File: src/hdl/tlik_div_cell.sv
// One restoring-division cell: produces quotient bit K and hands the
// partial remainder to the next cell. Depends on nothing.
module tlik_div_cell #(
    parameter int DW = 33,
    parameter int QW = 17,
    parameter int K  = 16,
    parameter int PW = 1
)(
    input  logic          clk,
    input  logic          en,
    input  logic [DW-1:0] den_in,
    input  logic [DW-1:0] rem_in,
    input  logic [QW-1:0] quo_in,
    input  logic [PW-1:0] side_in,
    output logic [DW-1:0] den_out,
    output logic [DW-1:0] rem_out,
    output logic [QW-1:0] quo_out,
    output logic [PW-1:0] side_out
);

    logic [DW-1:0] den_reg;
    logic [DW-1:0] rem_reg;
    logic [QW-1:0] quo_reg;
    logic [PW-1:0] side_reg;
    logic [DW:0]   trial;
    logic [DW:0]   diff;
    logic          ge;

    // top cell compares the remainder as is, the others shift it up first
    assign trial = (K == QW - 1) ? {1'b0, rem_in} : {rem_in, 1'b0};
    assign diff  = trial - {1'b0, den_in};
    assign ge    = (trial >= {1'b0, den_in});

    always_ff @(posedge clk)
    begin
        if (en)
        begin
            den_reg  <= den_in;
            rem_reg  <= ge ? diff[DW-1:0] : trial[DW-1:0];
            quo_reg  <= ge ? (quo_in | (QW'(1) << K)) : quo_in;
            side_reg <= side_in;
        end
    end

    assign den_out  = den_reg;
    assign rem_out  = rem_reg;
    assign quo_out  = quo_reg;
    assign side_out = side_reg;

endmodule

File: config.mk
export PLATFORM = sky130hd
export DESIGN_NAME = tlik_div_cell
export DESIGN_NICKNAME = d
export VERILOG_FILES = /design/src/hdl/tlik_div_cell.sv
export SDC_FILE = /design/constraint.sdc
export NUM_CORES = 1
export LEC_CHECK = 0
export BUFFER_PORTS_ARGS = -buffer_cell sky130_fd_sc_hd__buf_2
export CORE_UTILIZATION = 41
export DETAILED_ROUTE_END_ITERATION = 7
export MAX_ROUTING_LAYER = met4
export PLACE_DENSITY = 0.81
export REMOVE_ABC_BUFFERS = 1
export SLEW_MARGIN = 20
export SYNTH_ARGS = -nofsm -noshare
export SYNTH_HDL_FRONTEND = slang
export SYNTH_SLANG_ARGS = --single-unit
File: constraint.sdc
create_clock -name clk -period 2.9 [get_ports clk]
set_clock_uncertainty 0.2 [all_clocks]
set_input_delay 0.29 -clock clk [delete_from_list [all_inputs] [get_ports clk]]
set_output_delay 0.29 -clock clk [all_outputs]
set_load 0.02 [all_outputs]
==> results of run 1 <==
[area by class of cell]
class,instances,share of cell area
tap,143,0.0233
multi-input combinational,315,0.304
timing repair buffer,322,0.285
inverter,43,0.0210
clock buffer,10,0.0298
sequential,84,0.329
clock inverter,6,0.00832
[registers in the layout, summed over array words and instances, names as in the netlist]
signal	cells
den_out	33
rem_out	33
quo_out	17
side_out	1
[what timing repair did]
action,in CTS,in global routing
setup endpoints to repair,3,34
cloned,0,1
resized for setup,6,40
hold endpoints to repair,48,0
buffers inserted,0,9
hold buffers,48,0
pin swaps,3,20
[metal layers]
layer / global-route usage / part of all wire / up-vias
met5: - / 0 / -
met3: 0.0388 / 0.047 / 23
met2: 0.399 / 0.50 / 165
met4: 0.0711 / 0.019 / 0
li1: - / - / 2314
met1: 0.289 / 0.43 / 2237
[kinds of logic after synthesis]
logic type,count (synthesis),synth area share
compound gates,128,0.171
simple gates,128,0.123
flops,84,0.519
buf+inv,56,0.0510
fa+ha+maj,34,0.0891
xor+xnor,22,0.0396
mux,3,0.00695
[placed cells by master (no fill, tap or decap), types with 4 or more instances in the layout]
cell type,count
sky130_fd_sc_hd__a21o_1,12
sky130_fd_sc_hd__a21oi_1,18
sky130_fd_sc_hd__a21oi_2,7
sky130_fd_sc_hd__buf_2,167
sky130_fd_sc_hd__buf_4,101
sky130_fd_sc_hd__clkbuf_16,10
sky130_fd_sc_hd__dlygate4sd3_1,48
sky130_fd_sc_hd__edfxtp_1,84
sky130_fd_sc_hd__ha_1,23
sky130_fd_sc_hd__ha_4,7
sky130_fd_sc_hd__inv_1,43
sky130_fd_sc_hd__nand2_1,55
sky130_fd_sc_hd__nand2b_1,7
sky130_fd_sc_hd__nand3_1,5
sky130_fd_sc_hd__nand4_1,6
sky130_fd_sc_hd__nor2_1,23
sky130_fd_sc_hd__nor3_1,8
sky130_fd_sc_hd__o211ai_1,5
sky130_fd_sc_hd__o21a_1,6
sky130_fd_sc_hd__o21ai_0,20
sky130_fd_sc_hd__o21ai_1,26
sky130_fd_sc_hd__or3_1,4
sky130_fd_sc_hd__xnor2_1,11
sky130_fd_sc_hd__xor2_1,11
[metrics by stage]
step,power (mW),hold WS [ns],utilization,TNS (ns)
after CTS,3.88,0.00554,0.642,0
after floorplan,2.16,0.189,-,-35.86
final,3.95,0.0116,0.669,0
after detailed placement,2.67,0.269,0.573,-10.58
after global routing,4.13,0.0185,0.669,-0.0694
after global placement,2.65,0.266,0.573,-9.55
[path summary, 6_finish.rpt]
kind                    from           to  slack, ns  cells after the start
setup / recovery  den_in[16]   rem_out[4]       0.04                     12
hold / removal    quo_in[16]  quo_out[16]       0.01                      2
[power by group through the flow]
stage | combinational, mW | clock, mW | sequential, mW
after floorplan | 0.440 | 0 | 1.72
after global placement | 1.10 | 0 | 1.55
after detailed placement | 1.12 | 0 | 1.55
after CTS | 1.18 | 1.17 | 1.53
after global routing | 1.38 | 1.22 | 1.54
final | 1.27 | 1.16 | 1.53
==> results.md, run 1 <==
- The flow ran to the end, and the final reports show no timing, DRC or antenna violations.
- The static power due to leakage is 3.51 nW.
- Entering global routing, the biggest net connects 41 pins.
- The sequential cell area is 0.00252 mm^2.
- Of the cells placed in the final design, the portion with a size suffix greater than 1 is 0.428.
- The transition time at the pin with the least slew margin is 0.545 ns.
- The critical path goes through buf_2, inv_1, ha_4, a21oi_4, o21ai_2, or3_1, or3b_4, a31oi_4, o31ai_4, o21ai_4, buf_12, mux2_1.
- The share of total power dissipated in combinational logic is 0.322.
- The post-route cell area is 0.00767 mm^2.
- The TritonCTS buffer count is 9.
- Setup repair after global routing could not meet its margin everywhere.
- The worst pin sits at a relative slew slack of 0.637.
- The count of buffers from port buffering is 169.
- The number of pins exceeding their max-slew limit in the final report is 0.
- The gate count after technology mapping is 455.
- Of all nets on the critical path, the largest fanout is 4.
- For this run, the total global-route usage over all layers was measured as 0.236.
- Across the VDD grid, the largest voltage drop is 0.000416 V.
- In this run the deepest clock path goes through 2 buffers.
- Of all flip-flops after synthesis, the portion carrying an async set or reset was 0.
- The type of origin of the critical path is a primary input.
- The average footprint of a synthesized cell is 10.7 um^2.
- The register bit count reported by yosys is 84.
- The family with the most delay on the worst path is compound AO/OA/AOI/OAI gates.
- The total die area is 0.0123 mm^2.
- The max-capacitance violation count is 0.
- The detailed-route via count is 4,739.
- The cell with the most instances after synthesis is sky130_fd_sc_hd__edfxtp_1.
- After synthesis, the cell types taking the most area are sky130_fd_sc_hd__edfxtp_1, sky130_fd_sc_hd__ha_1, sky130_fd_sc_hd__nand2_1.
- The die boundary height is 111 um.
- For this run, design rule violations remaining after detail routing come to 0.
- The share of total power in the clock network is 0.292.
- The number of synthesized flops with an enable pin is 84.
- The core footprint is 0.0115 mm^2.
- Leaving out filler cells and counting taps, the final layout contains 923.
- Clock tree synthesis found a total of 84 sinks.
- The slowest stage of the critical path is the sky130_fd_sc_hd__or3b_4 cell.
- The share of the synthesized area in the top cell type is 0.519.
- The starting utilization of the core area is 0.424.
- The number of top-level design ports is 170.
- After detailed routing, the average wire length per cell comes to 15.5 um.
- After global routing the overflow that remains totals 0.
- Clock-pin slew was measured on the worst setup and hold paths at 0.06 ns.
- For this design the ratio of total power to cell area is 515 mW/mm^2.
- The required time at the endpoint of the critical path is 2.79 ns.
- The synthesized area is 0.00486 mm^2.
- The worst hold path belongs to the class in -> reg.
- The routed wire length is 14,300 um.
- The final critical-path share of the clock period is 0.985.
- The count of antenna diodes in the layout is 0.
- At the worst endpoint, the arrival time is 2.75 ns.
- Of all cell types, the one taking the most synthesized area is sky130_fd_sc_hd__edfxtp_1.
- The analysis attributes to net switching a power of 1.21 mW.
- The sequential fraction of the synthesis area is 0.519.
- The routability-driven placement congestion ratio is 0.886.
- The area occupied by multi-input gates is 0.00233 mm^2.
- The highest clock frequency the design can meet is 350 MHz.
- The final layout contains 895 nets.
- The number of hold violations in the final report is 0.
- The largest single stage delay on the critical path is 0.42 ns.
- The TritonCTS clock tree is done.
- The smallest setup slack after layout is 0.0426 ns.
- The number of design-rule violations left by the first detailed-router iteration is 299.
- The via count of the first global-routing pass is 4,734.
- The total of warnings raised by yosys is 0.
- The fill cell total of the finished layout is 886.
- The tree is rooted in a sky130_fd_sc_hd__clkbuf_16.
- The internal portion of the total power is 2.74 mW.
- The number of nets with antenna violations after detailed routing is 0.
- Setup violations remaining at the end of the flow were counted as 0.
- The H-tree was split into 3 levels.
- The number of antenna violations at the first check in global routing is 0.
- The cell area after placement is 0.00657 mm^2.
- Row generation in the floorplan step produced 39 rows.
- Counting I/O delays and the setup requirement, the final critical path takes 2.86 ns.
- Before CTS, the worst setup slack after placement is -0.467 ns.
- The area growth from synthesis to layout is 57.9%.
- The number of instances in the placed design is 850.
- The critical path contains buffers and inverters numbering 3 combined.
- The dominant synthesized flop cell is sky130_fd_sc_hd__edfxtp_1.
- The commonest cells after synthesis are sky130_fd_sc_hd__edfxtp_1, sky130_fd_sc_hd__nand2_1, sky130_fd_sc_hd__inv_1.
- The first global-routing pass estimated 22,400 um of wire.
- The worst setup path is of the in -> reg kind.
- The fraction of power consumed by sequential logic is 0.386.
- After legalization and detailed placement, the total HPWL measured 10,300 um.
- The first detailed-routing pass ran for 5 iterations.
- Of the total power, the share spent switching nets is 0.306.
- The count of cell types in the netlist is 53.
- The worst setup path is captured at a flip-flop.
- The mean number of vias per cell is 5.13.
- The die extent in x is 111 um.
(Power assumes the default switching activity.)
==> run 2: changes to the inputs <==
ABC_AREA = 1   (was unset)
PLACE_DENSITY = 0.79   (was 0.81)
SLEW_MARGIN = unset   (was 20)
==> results.md, run 2 <==
- The cell accounting for the most synthesized area is sky130_fd_sc_hd__edfxtp_1 (unchanged).
- The number of antenna violations at the first check in global routing came to 0 (unchanged).
- The clock sink count is 84 (unchanged).
- The startpoint of the worst hold path is rem_in[7] (was quo_in[16]).
- The adder-cell area share of the yosys netlist was 0.0735 (was 0.0891).
- The type of origin of the critical path was a primary input (unchanged).
- The overall power after layout is 3.97 mW (was 3.95 mW).
- The synthesized area is 0.00589 mm^2 (was 0.00486 mm^2).
- The static power due to leakage is 4.16 nW (was 3.51 nW).
- The highest net fanout along the worst path is 18 (was 4).
- The fraction of synthesized cell area in xor and xnor cells came to 0.0223 (was 0.0396).
- The die boundary height is 122 um (was 111 um).
- The cell with the most instances after synthesis is sky130_fd_sc_hd__nand2_1 (was sky130_fd_sc_hd__edfxtp_1).
- The topmost layer with routed signal wires is met4 (unchanged).
- The final net count was 1,123 (was 895).
- The minimum clock period after layout was 2.77 ns (was 2.86 ns).
- The transition time at the pin with the least slew margin is 0.536 ns (was 0.545 ns).
- The number of top-level design ports is 170 (unchanged).
- The wire length on met2 is 7290 um (was 7190 um).
- The row count is 43 (was 39).
- The type of destination of the critical path is a flip-flop (unchanged).
- The count of cell types in the netlist is 30 (was 53).
- The compound-gate portion of the synthesized area is 0.0238 (was 0.171).
- The type of the worst setup path is in -> reg (unchanged).
- The sequential fraction of the synthesis area is 0.428 (was 0.519).
- The number of design-rule violations left by the first detailed-router iteration was 405 (was 299).
- The maximum number of pins on one net before global-route repair is 48 (was 41).
- The final instance count without filler cells is 1,188 (was 923).
- The main combinational cell family by area after synthesis is simple AND/OR/NAND/NOR gates (was compound AO/OA/AOI/OAI gates).
- The total of warnings raised by yosys came to 0 (unchanged).
- The commonest non-fill, non-tap cell in the layout was sky130_fd_sc_hd__nand2_1 (was sky130_fd_sc_hd__buf_2).
- The power per standard cell area came to 509 mW/mm^2 (was 515 mW/mm^2).
- The count of buffers from port buffering is 169 (unchanged).
- Unrepaired setup endpoints after global routing: no (was yes).
- The final core utilization was 0.560 (was 0.669).
- The type of the most critical hold path is in -> reg (unchanged).
- The number of nets with antenna violations after detailed routing is 0 (unchanged).
- The final-report setup violation count was 0 (unchanged).
- The fill cell total of the finished layout is 1,313 (was 886).
- The largest stage delay on the critical path is 0.52 ns (was 0.42 ns).
- The simple-gate portion of the synthesized area is 0.334 (was 0.123).
- The cell area after placement is 0.00694 mm^2 (was 0.00657 mm^2).
- The fraction of layout instances using a drive strength above 1 is 0.226 (was 0.428).
- The number of iterations in the first detailed-routing pass is 5 (unchanged).
- The routed length on met3 is 786 um (was 678 um).
- The share of async-settable or async-resettable flops after synthesis is 0 (unchanged).
- The TritonCTS buffer count is 9 (unchanged).
- The detailed-route via count was 5,472 (was 4,739).
- The number of instances in the placed design is 1,120 (was 850).
- The total grt overflow came to 0 (unchanged).
- The cell count of the worst hold path came to 3 (was 2).
- The mean number of vias per cell came to 4.61 (was 5.13).
- The routability-driven placement congestion ratio came to 0.924 (was 0.886).
- Top cells by area in the synthesized netlist: sky130_fd_sc_hd__edfxtp_1, sky130_fd_sc_hd__nand2_1, sky130_fd_sc_hd__inv_1 (was sky130_fd_sc_hd__edfxtp_1, sky130_fd_sc_hd__ha_1, sky130_fd_sc_hd__nand2_1).
- The register bit count reported by yosys was 84 (unchanged).
- The critical path arrival is 2.67 ns (was 2.75 ns).
- Most instantiated cells after synthesis: sky130_fd_sc_hd__nand2_1, sky130_fd_sc_hd__inv_1, sky130_fd_sc_hd__edfxtp_1 (was sky130_fd_sc_hd__edfxtp_1, sky130_fd_sc_hd__nand2_1, sky130_fd_sc_hd__inv_1).
- The number of synthesized flops with an enable pin is 84 (unchanged).
- The setup TNS after final layout is 0 ns (unchanged).
- The dominant synthesized flop cell is sky130_fd_sc_hd__edfxtp_1 (unchanged).
- The die extent in x was 122 um (was 111 um).
- The core footprint was 0.0139 mm^2 (was 0.0115 mm^2).
- The required time at the endpoint of the critical path is 2.80 ns (was 2.79 ns).
- CP cell instances: dlygate4sd3_1, buf_2, inv_1, ha_1, nand2_2, inv_1, nand2_1, nand2_1, nand2_1, nand3_2, nand2_2, nand2_2, nand2_4, nand2_4, nand2_1, nand2_1 (was buf_2, inv_1, ha_4, a21oi_4, o21ai_2, or3_1, or3b_4, a31oi_4, o31ai_4, o21ai_4, buf_12, mux2_1).
- The post-DP HPWL was 12,000 um (was 10,300 um).
- The TritonCTS clock tree is done (unchanged).
- The layout-stage area growth over the synthesis result came to 32.5% (was 57.9%).
- The gate count after technology mapping was 775 (was 455).
- The starting utilization of the core area came to 0.423 (was 0.424).
- The total die area is 0.0148 mm^2 (was 0.0123 mm^2).
- The highest clock frequency the design can meet is 361 MHz (was 350 MHz).
- The per-cell routed wire length is 13.2 um (was 15.5 um).
- The count of antenna diodes in the layout is 0 (unchanged).
- The clock-pin slew reported for the worst setup and hold paths after clock tree synthesis was 0.06 ns (about the same).
- The library cell used as clock root buffer is sky130_fd_sc_hd__clkbuf_16 (unchanged).
- The portion of netlist area occupied by mux cells is 0 (was 0.00695).
- The number of hold violations in the final report is 0 (unchanged).
- The maximum level of the CTS H-tree is 3 (unchanged).
- The worst slack at placement is 0.274 ns (was -0.467 ns).
- The final critical-path share of the clock period is 0.956 (was 0.985).
- The smallest setup slack after layout was 0.126 ns (was 0.0426 ns).
- The worst slew slack as a fraction of its limit is 0.643 (was 0.637).
- The post-route cell area is 0.00780 mm^2 (was 0.00767 mm^2).
- The DRC violation count after routing came to 0 (unchanged).
- The average footprint of a synthesized cell is 7.60 um^2 (was 10.7 um^2).
- The post-route worst hold slack is 0.0599 ns (was 0.0116 ns).
- Highest-count cells in the layout ignoring fill and taps: sky130_fd_sc_hd__nand2_1, sky130_fd_sc_hd__buf_2, sky130_fd_sc_hd__inv_1 (was sky130_fd_sc_hd__buf_2, sky130_fd_sc_hd__buf_4, sky130_fd_sc_hd__edfxtp_1).
- The wire length of the first global-routing pass is 24,400 um (was 22,400 um).
- The aggregate global-route resource usage is 0.222 (was 0.236).
- The via count of the first global-routing pass was 5,216 (was 4,734).
- The share of the synthesized area in the top cell type is 0.428 (was 0.519).
- The buffer levels on the longest clock path was 2 (unchanged).
- The highest-delay cell along the critical path is sky130_fd_sc_hd__dlygate4sd3_1 (was sky130_fd_sc_hd__or3b_4).
- The max-capacitance violation count was 0 (unchanged).
- The end point of the worst hold path is rem_out[7] (was quo_out[16]).
- The routed wire length is 15,700 um (was 14,300 um).
- The detailed-route wire length on metal 1 is 7430 um (was 6180 um).
- The maximum VDD drop is 0.000299 V (was 0.000416 V).
- Run status: complete, no violations (unchanged).
- The cell occurring most often along the worst timing path is sky130_fd_sc_hd__nand2_1.
- The number of pins exceeding their max-slew limit in the final report is 0 (unchanged).
[run 2: what timing repair did]
item | in CTS | in global routing
hold endpoints to repair | 51 | 0
setup endpoints to repair | 0 | 5
buffers inserted | 0 | 0
gates resized for setup | 0 | 1
hold buffers | 51 | 0
[run 2: cell families after synthesis]
kind of cell,count (synthesis)
AO/OA/AOI/OAI,27
XOR/XNOR,15
adder cells (fa/ha/maj),34
buffers and inverters,173
flip-flops,84
AND/OR/NAND/NOR,442
[run 2: how the worst max path moves through the flow]
stage          startpoint          end  cells after the start
2_1_floorplan  den_in[28]  quo_out[16]                     10
3_3_place_gp   den_in[24]   rem_out[1]                     10
3_5_place_dp    den_in[3]  quo_out[16]                     14
4_1_cts         den_in[3]  quo_out[16]                     15
5_1_grt         den_in[3]  rem_out[10]                     16
6_report        den_in[3]  rem_out[14]                     16
[run 2: critical path, delay by kind of cell]
kind | cells | cell delay, ns
and+or+nand+nor | 11 | 1.27
buffers and inverters | 4 | 0.72
adders and majority gates | 1 | 0.37
[run 2: where the power goes]
part	switching [mW]	internal (mW)
clock	0.467	0.838
sequential	0.0273	1.49
combinational	0.738	0.408
total	1.23	2.74
[run 2: layer usage]
layer,vias up,GRT usage
met2,146,0.351
met4,0,0.0671
met5,-,-
met1,2444,0.287
li1,2865,-
met3,17,0.0398
[run 2: layout make-up]
type / count / area, um^2 / share of cell area
tap: 180 / 225 / 0.0289
inverter: 163 / 612 / 0.0784
timing repair buffer: 226 / 1420 / 0.182
multi-input combinational: 519 / 2690 / 0.344
clock inverter: 7 / 115 / 0.0148
clock buffer: 9 / 225 / 0.0289
sequential: 84 / 2520 / 0.323
