`src/hdl/tlik_sqrt_cell.sv`:
```
// One digit-by-digit square-root cell: decides root bit K and passes
// remainder and partial root on. Depends on nothing.
module tlik_sqrt_cell #(
    parameter int NW = 34,
    parameter int RW = 17,
    parameter int K  = 16,
    parameter int PW = 1
)(
    input  logic          clk,
    input  logic          en,
    input  logic [NW-1:0] rem_in,
    input  logic [RW-1:0] root_in,
    input  logic [PW-1:0] side_in,
    output logic [NW-1:0] rem_out,
    output logic [RW-1:0] root_out,
    output logic [PW-1:0] side_out
);

    localparam int NW1 = NW + 1;

    logic [NW-1:0]  rem_reg;
    logic [RW-1:0]  root_reg;
    logic [PW-1:0]  side_reg;
    logic [NW1-1:0] inc;
    logic [NW1-1:0] diff;
    logic           ge;

    // (root + 2^K)^2 - root^2 = root*2^(K+1) + 2^(2K)
    assign inc  = (NW1'(root_in) << (K + 1)) + (NW1'(1) << (2 * K));
    assign diff = {1'b0, rem_in} - inc;
    assign ge   = ({1'b0, rem_in} >= inc);

    always_ff @(posedge clk)
    begin
        if (en)
        begin
            rem_reg  <= ge ? diff[NW-1:0] : rem_in;
            root_reg <= ge ? (root_in | (RW'(1) << K)) : root_in;
            side_reg <= side_in;
        end
    end

    assign rem_out  = rem_reg;
    assign root_out = root_reg;
    assign side_out = side_reg;

endmodule

```
`config.mk`:
```
export PLATFORM = sky130hd
export DESIGN_NAME = tlik_sqrt_cell
export DESIGN_NICKNAME = d
export VERILOG_FILES = /design/src/hdl/tlik_sqrt_cell.sv
export SDC_FILE = /design/constraint.sdc
export NUM_CORES = 1
export LEC_CHECK = 0
export BUFFER_PORTS_ARGS = -buffer_cell sky130_fd_sc_hd__buf_2
export CORE_ASPECT_RATIO = 0.7
export CORE_MARGIN = 5
export CORE_UTILIZATION = 35
export CTS_BUF_LIST = sky130_fd_sc_hd__clkbuf_4 sky130_fd_sc_hd__clkbuf_8
export CTS_CLUSTER_DIAMETER = 150
export DETAILED_ROUTE_END_ITERATION = 16
export SYNTH_ARGS = -nofsm -noshare
export SYNTH_HDL_FRONTEND = slang
export SYNTH_SLANG_ARGS = --single-unit
export TNS_END_PERCENT = 10
```
`constraint.sdc`:
```
create_clock -name clk -period 3 [get_ports clk]
set_input_delay 0.45 -clock clk [delete_from_list [all_inputs] [get_ports clk]]
set_output_delay 0.45 -clock clk [all_outputs]
set_load 0.05 [all_outputs]
```
==> metrics.md, run 1 <==
| Metric | Value |
|---|---|
| Run status | `finished clean` |
| Total Die Area | `0.01027 sq mm` |
| Relative slew slack | `between 60% and 70%` |
| Post-detailed-placement cell area | `about 0.0036 sq mm` |
| Number of sinks driven by the clock tree | `between 50 and 60` |
| Routed wire length on met3 | `786 microns` |
| Hold_sp | `side_in` |
| Number of core rows | `27` |
| Commonest register cell after synthesis | `sky130_fd_sc_hd__edfxtp_1` |
| EDFF count, synth | `52` |
| Yosys warning total | `0` |
| Initial antenna violation count | `0` |
| Net Sw Frac | `between 30% and 40%` |
| Post-synthesis instance total | `~230` |
| CP startpoint kind | `input pin` |
| Pre-CTS setup slack | `0.1021 ns` |
| Power per Cell Area | `between 500 and 600 mW/mm^2` |
| Flip-flop and latch count after synthesis | `52` |
| Critical path endpoint category | `flop` |
| Clock buffer depth | `2` |
| Maximum number of pins on one net before global-route repair | `21` |
| Number of buffers added on ports | `105` |
| Num ports | `106` |
| Power share of the combinational group | `35.0%` |
| Post-layout net count | `roughly 430` |
| Filler Cells Inserted | `approximately 750` |
| Worst IR Drop VDD | `about 0.00025 V` |
| RSZ-0062 raised after global routing | `no` |
| Fraction of power consumed by the clock network | `between 20% and 30%` |
| Static leakage | `about 1.6 nW` |
| Number of global-route vias before repair | `between 2000 and 2500` |
| Height of the chip | `86.29 microns` |
| Sum of overflow across all layers after global routing | `0` |
| Final slew viol count | `0` |
| Synthesized area divided by synthesized cell count | `between 10 and 15 sq um` |
| Final weighted congestion in routability-driven placement | `0.8460` |
| Vias after detailed routing | `around 2300` |
| Final setup viols | `0` |
| Cells on Worst Hold Path | `1` |
| CP cell instances | `buf_2, inv_1, ha_1, fa_1, nand2b_1, a21o_1, a21oi_2, o21ai_1, o21ai_4, buf_4, mux2_2` |
| Most common library cell in the layout ignoring fill and taps | `sky130_fd_sc_hd__buf_2` |
| Remaining antenna violation count after routing | `0` |
| Summed instance area of the synthesized netlist | `approximately 0.0029 sq mm` |
| Avg WL per Cell | `16.43 microns` |
| Actual slew at the worst max-slew pin | `approximately 0.48 ns` |
| Num CTS Buffers | `5` |
| Cell count after placement | `446` |
| Crit-path max cell delay | `about 0.4 ns` |
| Number of standard cells in the final layout excluding fillers | `between 400 and 500` |
| PnR Total Power | `slightly above 2 mW` |
| Net switching power | `0.7462 mW` |
| N_diodes | `0` |
| Commonest non-fill, non-tap cells in the layout | `sky130_fd_sc_hd__buf_2 (105), sky130_fd_sc_hd__edfxtp_1 (52), sky130_fd_sc_hd__inv_1 (20), sky130_fd_sc_hd__ha_1 (18)` |
| Highest routed layer | `met4` |
| Synth area leader | `sky130_fd_sc_hd__edfxtp_1` |
| Average vias per placed instance | `~5.0` |
| Global-route wire length before repair | `around 12000 microns` |
| Dominant cells by area after synthesis | `sky130_fd_sc_hd__edfxtp_1 (54%), sky130_fd_sc_hd__ha_1 (7.7%), sky130_fd_sc_hd__mux2_2 (2.7%)` |
| Area of the multi-input gates | `between 0.001 and 0.0015 sq mm` |
| Final Core Density | `46.33%` |
| Reg clk slew, reported paths | `around 0.10 ns` |
| Kind of critical path | `input pin to flop` |
| Detailed Routing Iterations Pass 1 | `4` |
| Final WL | `between 7000 and 8000 microns` |
| Portion of total power attributed to sequential cells | `between 40 and 50%` |
| Setup TNS after final layout | `0 ns` |
| Worst-path fanout max | `8` |
| Post-route worst hold slack | `about 0.31 ns` |
| Distinct cells, synth | `53` |
| Worst path setup slack after routing | `between 0.4 and 0.5 ns` |
| Library cell used as clock root buffer | `sky130_fd_sc_hd__clkbuf_8` |
| Period minus WS final | `roughly 2.5 ns` |
| Register area | `0.001562 sq mm` |
| Std-Cell Core Area | `0.007973 sq mm` |
| Layout-stage area growth over the synthesis result | `26.91%` |
| Sequential element share of the synthesized area | `between 50% and 60%` |
| Number of endpoints with negative hold slack in the final report | `0` |
| Total of cells resized after clock tree synthesis | `0` |
| MaxCap Viol Count | `0` |
| Aggregate global-route resource usage | `14.66%` |
| Cts-stage hold buffer count | `0` |
| Endpoint with the worst hold slack | `side_out$_DFFE_PP_` |
| Final instance area | `~0.0037 sq mm` |
| Sum of routed wire segments on met1 | `approximately 3600 microns` |
| Kind of path behind the tightest hold check | `input pin to flop` |
| Number of nets in the synthesized netlist | `slightly above 300` |
| Post-synth ARST share | `0%` |
| CTS tree | `done` |
| Delay-heaviest family, CP | `compound AO/OA/AOI/OAI gates` |
| Post-synth top area share | `53.65%` |
| DR DRC count | `0` |
| Worst Path Arrival | `2.62 ns` |
| Max stage delay cell, worst path | `sky130_fd_sc_hd__fa_1` |
| Postcts setup bufs | `0` |
| Maximum operating frequency | `roughly 0.39 GHz` |
| Period Utilization, post-route | `~85%` |
| Fraction of layout instances using a drive strength above 1 | `between 40% and 50%` |
| Detailed Place HPWL | `roughly 6000 microns` |
| Sum of met2 wire segment lengths after detailed routing | `~3000 microns` |
| Maximum level of the CTS H-tree | `2` |
| Required time of the worst setup path | `a little over 3 ns` |
| Int Power | `roughly 1.3 mW` |
| Die outline width | `roughly 120 microns` |
| Buf+Inv Stages, Crit Path | `3` |
| Violation count after the first detailed-routing iteration | `approximately 160` |
| Starting utilization of the core area | `between 30% and 40%` |
how the worst max path moves through the flow:
stage	end	startpoint	cells after the start	slack, ns
finish	rem_out[22]$_DFFE_PP_	rem_in[17]	11	0.45
global route	rem_out[20]$_DFFE_PP_	root_in[15]	11	0.30
CTS	rem_out[22]$_DFFE_PP_	root_in[15]	11	0.44
detailed placement	rem_out[23]$_DFFE_PP_	root_in[15]	11	0.10
global placement	rem_out[20]$_DFFE_PP_	rem_in[17]	11	0.19
floorplan	rem_out[25]$_DFFE_PP_	rem_in[17]	10	0.25
cells by family after synthesis:
family / synth area share, %
adders and majority gates: 8.427
DFF: 53.65
and+or+nand+nor: 11.52
buffers and inverters: 4.600
muxes: 6.492
xor gates and xnor gates: 3.009
AOI/OAI and AO/OA: 12.30
final cells by class:
| class | instances | area share, % |
|---|---|---|
| clock inverters | 2 | 0.4404 |
| clock buffers | 6 | 2.066 |
| well taps | 101 | 3.421 |
| inverters | 20 | 2.033 |
| flip-flops and latches | 52 | 42.28 |
| multi-input cells | 155 | 32.89 |
| repair buffers | 118 | 16.87 |
cells in the mapped netlist (all sizes together) (2+ instances only):
master,count
nand2b,2
o21a,2
mux2,11
nor3,5
and3,2
edfxtp,52
ha,18
o21ai,12
mux2i,5
inv,20
and2,3
a211oi,2
nand4,4
o211ai,3
nand2,13
nand3,5
nor2,11
a21o,5
nor4b,3
buf,5
xor2,5
a21oi,17
o311ai,2
nor4,4
xnor2,5
a211o,2
sequential cells by signal (all words and copies together), names as in the netlist:
signal	cells
root_out	17
rem_out	34
side_out	1
routing by layer:
metal / vias up / GRT usage, %
li1: 1111 / -
met2: 109 / 20.55
met5: - / 0
met4: 0 / 3.891
met1: 1044 / 20.97
met3: 7 / 5.740
power groups by stage:
stage,combinational [mW],sequential (mW),clock [mW]
finish,0.711,0.902,0.421
floorplan,0.261,1.18,0
detailed placement,0.711,0.918,0
CTS,0.713,0.903,0.444
global route,0.760,0.910,0.480
global placement,0.703,0.919,0
No activity file was read; power rests on OpenSTA's default activity.
==> run 2, diff against run 1 <==
- ABC_AREA: unset -> 1
- clock period: 3 -> 2.5 ns (I/O delays scaled with it)
==> run 2 against run 1 <==
  * Flip-flop and latch count is the same
  * Combinational power up 21%
  * Via count increased by 21%
  * First-iteration DRC count is 7.3% lower
  * Final cell count up 35%
  * Hold slack got worse by 0.083 ns
  * Global-route usage about the same
  * Die area is 7.8% higher
  * Setup slack lost 0.042 ns
  * Final area grew 6.9%
  * Sequential power is 20% higher
  * Total power up 20%
  * Critical endpoint is now root_out[16]$_SDFFCE_PP1P_
==> metrics.md, run 2 <==
| Metric | Value |
|---|---|
| Fraction of layout instances using a drive strength above 1 | `27.05% (-15 points)` |
| Number of global-route vias before repair | `2658 (+19%)` |
| Worst Path Arrival | `2.16 ns (-0.46 ns)` |
| Critical path endpoint category | `flop` |
| Vias after detailed routing | `2759 (+21%)` |
| Maximum operating frequency | `approximately 0.48 GHz` |
| Number of sinks driven by the clock tree | `52 (unchanged)` |
| Post-synth top cells | `sky130_fd_sc_hd__nand2_1 (135), sky130_fd_sc_hd__inv_1 (71), sky130_fd_sc_hd__edfxtp_1 (52)` |
| Final slew viol count | `0 (unchanged)` |
| Worst-path fanout max | `18 (+10)` |
| CTS tree | `done` |
| Final setup viols | `0 (unchanged)` |
| Avg WL per Cell | `13.04 microns (-21%)` |
| Std-Cell Core Area | `0.008926 sq mm (+12%)` |
| Run status | `finished clean` |
| Kind of path behind the tightest hold check | `input pin to flop` |
| Period Utilization, post-route | `83.50%` |
| Initial antenna violation count | `0 (unchanged)` |
| Aggregate global-route resource usage | `14.61% (-0.050 points)` |
| Actual slew at the worst max-slew pin | `0.3682 ns (-0.1082 ns)` |
| Period minus WS final | `2.088 ns` |
| Filler Cells Inserted | `908 (+21%)` |
| Post-layout net count | `560 (+32%)` |
| Final Core Density | `44.24% (-2.1 points)` |
| Clock buffer depth | `2 (unchanged)` |
| Kind of critical path | `input pin to flop` |
| CP startpoint kind | `input pin` |
| RSZ-0062 raised after global routing | `no` |
| Maximum number of pins on one net before global-route repair | `30 (+43%)` |
| Flip-flop count of the largest register, all copies and words added | `34 (unchanged)` |
| Dominant cells by area after synthesis | `sky130_fd_sc_hd__edfxtp_1 (49%), sky130_fd_sc_hd__nand2_1 (16%), sky130_fd_sc_hd__inv_1 (8.4%)` |
| MaxCap Viol Count | `0 (unchanged)` |
| Power per Cell Area | `618.0 mW/mm^2 (+12%)` |
| Average vias per placed instance | `4.508 (-9.9%)` |
| Most common library cell in the layout ignoring fill and taps | `sky130_fd_sc_hd__nand2_1` |
| Leading cell type by number of instances after synthesis | `sky130_fd_sc_hd__nand2_1` |
| Sequential element share of the synthesized area | `49.37% (-4.3 points)` |
| DR DRC count | `0 (unchanged)` |
| Number of endpoints with negative hold slack in the final report | `0 (unchanged)` |
| Die outline width | `123.6 microns (+3.9%)` |
| Yosys warning total | `0 (unchanged)` |
| Total of cells resized after clock tree synthesis | `0 (unchanged)` |
| Postcts setup bufs | `0 (unchanged)` |
| Violation count after the first detailed-routing iteration | `152 (-7.3%)` |
| Summed instance area of the synthesized netlist | `0.003163 sq mm (+8.7%)` |
| Synth area leader | `sky130_fd_sc_hd__edfxtp_1` |
| Num ports | `106 (unchanged)` |
| Number of buffers added on ports | `105 (unchanged)` |
| Starting utilization of the core area | `35.44% (-1.1 points)` |
| Flip-flop and latch count after synthesis | `52 (unchanged)` |
| Total Die Area | `0.01107 sq mm (+7.8%)` |
| Num CTS Buffers | `5 (unchanged)` |
| Setup TNS after final layout | `0 ns (unchanged)` |
| Number of core rows | `29 (+7.4%)` |
| Static leakage | `2.076 nW (+27%)` |
| Layout-stage area growth over the synthesis result | `24.84%` |
| Library cell used as clock root buffer | `sky130_fd_sc_hd__clkbuf_8` |
| Number of nets in the synthesized netlist | `447 (+46%)` |
| Relative slew slack | `75.19% (+7.2 points)` |
| Global-route wire length before repair | `12500 microns (+5.8%)` |
| EDFF count, synth | `52 (unchanged)` |
| Detailed Routing Iterations Pass 1 | `4 (unchanged)` |
| Sum of overflow across all layers after global routing | `0 (unchanged)` |
| Remaining antenna violation count after routing | `0 (unchanged)` |
| Reg clk slew, reported paths | `0.10 ns (about the same)` |
| N_diodes | `0 (unchanged)` |
| Synthesized area divided by synthesized cell count | `8.457 sq um (-32%)` |
| Commonest register cell after synthesis | `sky130_fd_sc_hd__edfxtp_1` |
| Final WL | `7982 microns (+7.0%)` |
| Required time of the worst setup path | `2.58 ns (-0.49 ns)` |
| Post-synth top area share | `49.37% (-4.3 points)` |
| Distinct cells, synth | `24 (-55%)` |
| Final weighted congestion in routability-driven placement | `0.8726 (+3.1%)` |
| Post-synthesis instance total | `374 (+61%)` |
| Commonest non-fill, non-tap cells in the layout | `sky130_fd_sc_hd__nand2_1 (135), sky130_fd_sc_hd__buf_2 (105), sky130_fd_sc_hd__inv_1 (71), sky130_fd_sc_hd__edfxtp_1 (52), sky130_fd_sc_hd__nand4_1 (23)` |
| Cts-stage hold buffer count | `0 (unchanged)` |
| Maximum level of the CTS H-tree | `2 (unchanged)` |
| Height of the chip | `89.54 microns (+3.8%)` |
| Detailed Place HPWL | `6405 microns (+7.7%)` |
| Post-synth ARST share | `0% (unchanged)` |
| Worst IR Drop VDD | `0.0002610 V (+5.4%)` |
[run 2: final timing paths]
path,start,endpoint,cells past startpoint
worst min-delay path,side_in,side_out$_DFFE_PP_,1
worst max-delay path,root_in[15],root_out[16]$_SDFFCE_PP1P_,11
[run 2: through the flow]
step                      cell area [sq um]  setup WS (ns)  hold slack (ns)  instances  power, mW
after floorplan                        3163         0.3909           0.4739        374      1.735
after global placement                 3857         0.1421           0.5542        604      1.958
after detailed placement               3857        0.07542           0.5566        604      1.963
after CTS                              3949         0.4253           0.2239        612      2.468
after global routing                   3949         0.2552           0.2174        612      2.595
final                                  3949         0.4124           0.2290        612      2.440
[run 2: report_power, final]
part           switching [mW]  internal [mW]  leakage [nW]
registers              0.0189           1.07         0.508
clock network           0.297          0.201        0.0485
logic                   0.628          0.230          1.52
total                   0.944           1.50          2.08
[run 2: routing by layer]
metal	global-route usage [%]	wire, microns
met1	20.64	3907
met2	21.78	3157
met3	4.744	846
met4	3.417	71
met5	0	0
[run 2: cells by family after synthesis]
group,share of synthesized area (%)
fa+ha+maj,7.753
compound gates,2.255
buf+inv,9.415
flops,49.37
xor+xnor,1.938
simple gates,29.27
[run 2: area by class of cell]
type	instances	area, sq um	area share, %
Tap cell	124	155.1	3.929
Timing Repair Buffer	111	570.5	14.45
Clock buffer	5	68.82	1.743
Inverter	71	266.5	6.749
Sequential cell	52	1562	39.54
Clock inverter	3	22.52	0.5703
Multi-Input combinational cell	246	1304	33.02
[run 2: worst max-delay path: stages]
cell and delay (ns):
sky130_fd_sc_hd__buf_2 0.12, sky130_fd_sc_hd__ha_1 0.27, sky130_fd_sc_hd__inv_1 0.04, sky130_fd_sc_hd__ha_1 0.28, sky130_fd_sc_hd__inv_1 0.08, sky130_fd_sc_hd__nor2_1 0.06
sky130_fd_sc_hd__inv_1 0.08, sky130_fd_sc_hd__o21ai_0 0.16, sky130_fd_sc_hd__a21oi_4 0.20, sky130_fd_sc_hd__nand3_4 0.23, sky130_fd_sc_hd__or2_1 0.28
==> run 3, diff against run 2 <==
- ABC_AREA: 1 -> 0
- clock period: 2.5 -> 2.1 ns (I/O delays scaled with it)
==> run 3 against run 2 <==
  * The flow now finishes with violations (negative setup slack)
  * Flip-flop and latch count unchanged
  * Sequential share of layout area down 4.5 points
  * Count of clock-buffer cells in the layout up 1
  * Critical path type unchanged
  * Largest cell class unchanged
==> metrics.md, run 3 (synthesized netlist as in run 1, its figures left out) <==
| Metric | Value |
|---|---|
| Run status | `finished, violations left` |
| Fraction of layout instances using a drive strength above 1 | `55.31% (+28 points)` |
| Starting utilization of the core area | `36.50% (+1.1 points)` |
| Total Die Area | `0.01027 sq mm (-7.2%)` |
| Actual slew at the worst max-slew pin | `0.4110 ns (+0.04277 ns)` |
| Maximum number of pins on one net before global-route repair | `46 (+53%)` |
| Number of buffers added on ports | `105 (unchanged)` |
| Power share of the combinational group | `40.5% (+5.4 points)` |
| Vias after detailed routing | `2494 (-9.6%)` |
| Reg clk slew, reported paths | `0.10 ns (about the same)` |
| Critical path endpoint category | `flop` |
| Global-route wire length before repair | `13170 microns (+5.4%)` |
| Most common library cell in the layout ignoring fill and taps | `sky130_fd_sc_hd__buf_2` |
| Number of endpoints with negative hold slack in the final report | `0 (unchanged)` |
| Kind of critical path | `input pin to flop` |
| Cells on Worst Hold Path | `1 (unchanged)` |
| Violation count after the first detailed-routing iteration | `151 (-0.66%)` |
| RSZ-0062 raised after global routing | `yes` |
| Number of sinks driven by the clock tree | `52 (unchanged)` |
| Fraction of power consumed by the clock network | `19.2% (-1.2 points)` |
| Remaining antenna violation count after routing | `0 (unchanged)` |
| Final weighted congestion in routability-driven placement | `0.8678 (-0.55%)` |
| Detailed Routing Iterations Pass 1 | `4 (unchanged)` |
| Endpoint with the worst hold slack | `side_out$_DFFE_PP_` |
| Net switching power | `1.146 mW (+21%)` |
| Violated checks | `negative setup slack` |
| Worst path setup slack after routing | `-0.09988 ns (-0.5123 ns)` |
| Portion of total power attributed to sequential cells | `40.3% (-4.1 points)` |
| Final WL | `8233 microns (+3.1%)` |
| Pre-CTS setup slack | `-0.6256 ns (-0.7010 ns)` |
| N_diodes | `0 (unchanged)` |
| Power per Cell Area | `717.0 mW/mm^2 (+16%)` |
| Num CTS Buffers | `5 (unchanged)` |
| Hold_sp | `side_in` |
| Avg WL per Cell | `15.99 microns (+23%)` |
| DR DRC count | `0 (unchanged)` |
| Static leakage | `2.014 nW (-3.0%)` |
| Required time of the worst setup path | `2.17 ns (-0.41 ns)` |
| Net Sw Frac | `35.88% (-2.8 points)` |
| MaxCap Viol Count | `0 (unchanged)` |
| Clock buffer depth | `2 (unchanged)` |
| Period minus WS final | `2.200 ns` |
| Period Utilization, post-route | `104.8%` |
| Detailed Place HPWL | `6262 microns (-2.2%)` |
| Final setup viols | `14 (+14)` |
| Worst IR Drop VDD | `0.0004115 V (+58%)` |
| Commonest non-fill, non-tap cells in the layout | `sky130_fd_sc_hd__buf_2 (101), sky130_fd_sc_hd__buf_4 (66), sky130_fd_sc_hd__edfxtp_1 (52), sky130_fd_sc_hd__inv_1 (18)` |
| Final slew viol count | `0 (unchanged)` |
| Worst Path Arrival | `2.27 ns (+0.11 ns)` |
| Post-layout net count | `486 (-13%)` |
| Post-route worst hold slack | `0.1731 ns (-0.05588 ns)` |
| Height of the chip | `86.29 microns (-3.6%)` |
| Flip-flop count of the largest register, all copies and words added | `34 (unchanged)` |
| Maximum operating frequency | `roughly 0.45 GHz` |
| Aggregate global-route resource usage | `16.18% (+1.6 points)` |
| Kind of path behind the tightest hold check | `input pin to flop` |
| CTS tree | `done` |
| Die outline width | `119.0 microns (-3.7%)` |
| Num ports | `106 (unchanged)` |
| Layout-stage area growth over the synthesis result | `53.05%` |
| Maximum level of the CTS H-tree | `2 (unchanged)` |
| Number of core rows | `27 (-6.9%)` |
| Number of global-route vias before repair | `2595 (-2.4%)` |
| Std-Cell Core Area | `0.007973 sq mm (-11%)` |
| CP startpoint kind | `input pin` |
| Relative slew slack | `72.39% (-2.8 points)` |
| Int Power | `2.048 mW (+37%)` |
| Worst-path fanout max | `6 (-12)` |
| Library cell used as clock root buffer | `sky130_fd_sc_hd__clkbuf_8` |
| Initial antenna violation count | `0 (unchanged)` |
| Average vias per placed instance | `4.843 (+7.4%)` |
| Sum of overflow across all layers after global routing | `0 (unchanged)` |
[run 3: cell count changes in the layout (fill, tap and decap cells not counted), sizes merged, moves of 4 or more]
cell,before,now
nand2,139,13
buf,111,179
nor4,0,4
nand3,16,5
mux2,0,11
a21o,0,5
mux2i,0,5
inv,72,20
nor2,23,11
nand4,23,4
o21ai,1,12
a21oi,11,17
[run 3: critical path, cell delays in order]
cell	delay (ns)
sky130_fd_sc_hd__buf_6	0.10
sky130_fd_sc_hd__inv_12	0.03
sky130_fd_sc_hd__ha_4	0.15
sky130_fd_sc_hd__fa_2	0.34
sky130_fd_sc_hd__nand2b_4	0.15
sky130_fd_sc_hd__a21o_1	0.18
sky130_fd_sc_hd__a21oi_2	0.17
sky130_fd_sc_hd__o21ai_2	0.09
sky130_fd_sc_hd__o21ai_4	0.19
sky130_fd_sc_hd__buf_6	0.13
sky130_fd_sc_hd__buf_12	0.11
sky130_fd_sc_hd__mux2_4	0.29
[run 3: final cells by class]
class	instances	area, sq um
clock inverters	2	16.27
clock buffers	6	76.32
flip-flops and latches	52	1562
fillers	694	3518
inverters	20	87.58
repair buffers	179	1182
multi-input cells	155	1404
well taps	101	126.4
[run 3: routing by layer]
| metal | GRT usage (%) | part of all wire, % | vias up |
|---|---|---|---|
| met4 | 3.785 | 0.91 | 0 |
| met2 | 24.65 | 42 | 100 |
| li1 | - | - | 1239 |
| met3 | 5.675 | 8.3 | 7 |
| met1 | 22.17 | 49 | 1148 |
| met5 | 0 | 0 | - |
[run 3: worst max path at each step]
stage           startpoint                    end  cells after the start
3_5_place_dp   root_in[16]  rem_out[24]$_DFFE_PP_                     11
3_3_place_gp    rem_in[17]  rem_out[23]$_DFFE_PP_                     11
6_report        rem_in[17]  rem_out[24]$_DFFE_PP_                     12
4_1_cts        root_in[15]  rem_out[24]$_DFFE_PP_                     12
5_1_grt        root_in[15]  rem_out[24]$_DFFE_PP_                     12
2_1_floorplan   rem_in[17]  rem_out[25]$_DFFE_PP_                     10
[run 3: timing repair]
action                                 4_1_cts  5_1_grt
gates cloned                                 1        0
setup endpoints to repair                   18       18
hold buffers                                 0        0
endpoints found under the hold margin        0        0
resized for setup                           32        6
setup buffers                                9        0
pin swaps                                   13        0
[run 3: per-stage QoR]
| step | instance area [sq um] | std cells | setup TNS [ns] | util (%) | power [mW] |
|---|---|---|---|---|---|
| after floorplan | 2949 | 233 | -5.183 | - | 2.060 |
| after global placement | 4060 | 497 | -8.270 | 50.93 | 2.462 |
| after detailed placement | 4060 | 497 | -9.662 | 50.93 | 2.474 |
| after CTS | 4431 | 515 | -0.4338 | 55.57 | 3.211 |
| after global routing | 4454 | 515 | -2.167 | 55.87 | 3.360 |
| final | 4454 | 515 | -1.065 | 55.87 | 3.194 |
[run 3: power by group through the flow]
| stage | registers (mW) | logic [mW] | clock network, mW |
|---|---|---|---|
| floorplan | 1.68 | 0.381 | 0 |
| global placement | 1.31 | 1.15 | 0 |
| detailed placement | 1.31 | 1.16 | 0 |
| CTS | 1.29 | 1.28 | 0.637 |
| global route | 1.30 | 1.38 | 0.684 |
| finish | 1.29 | 1.29 | 0.612 |
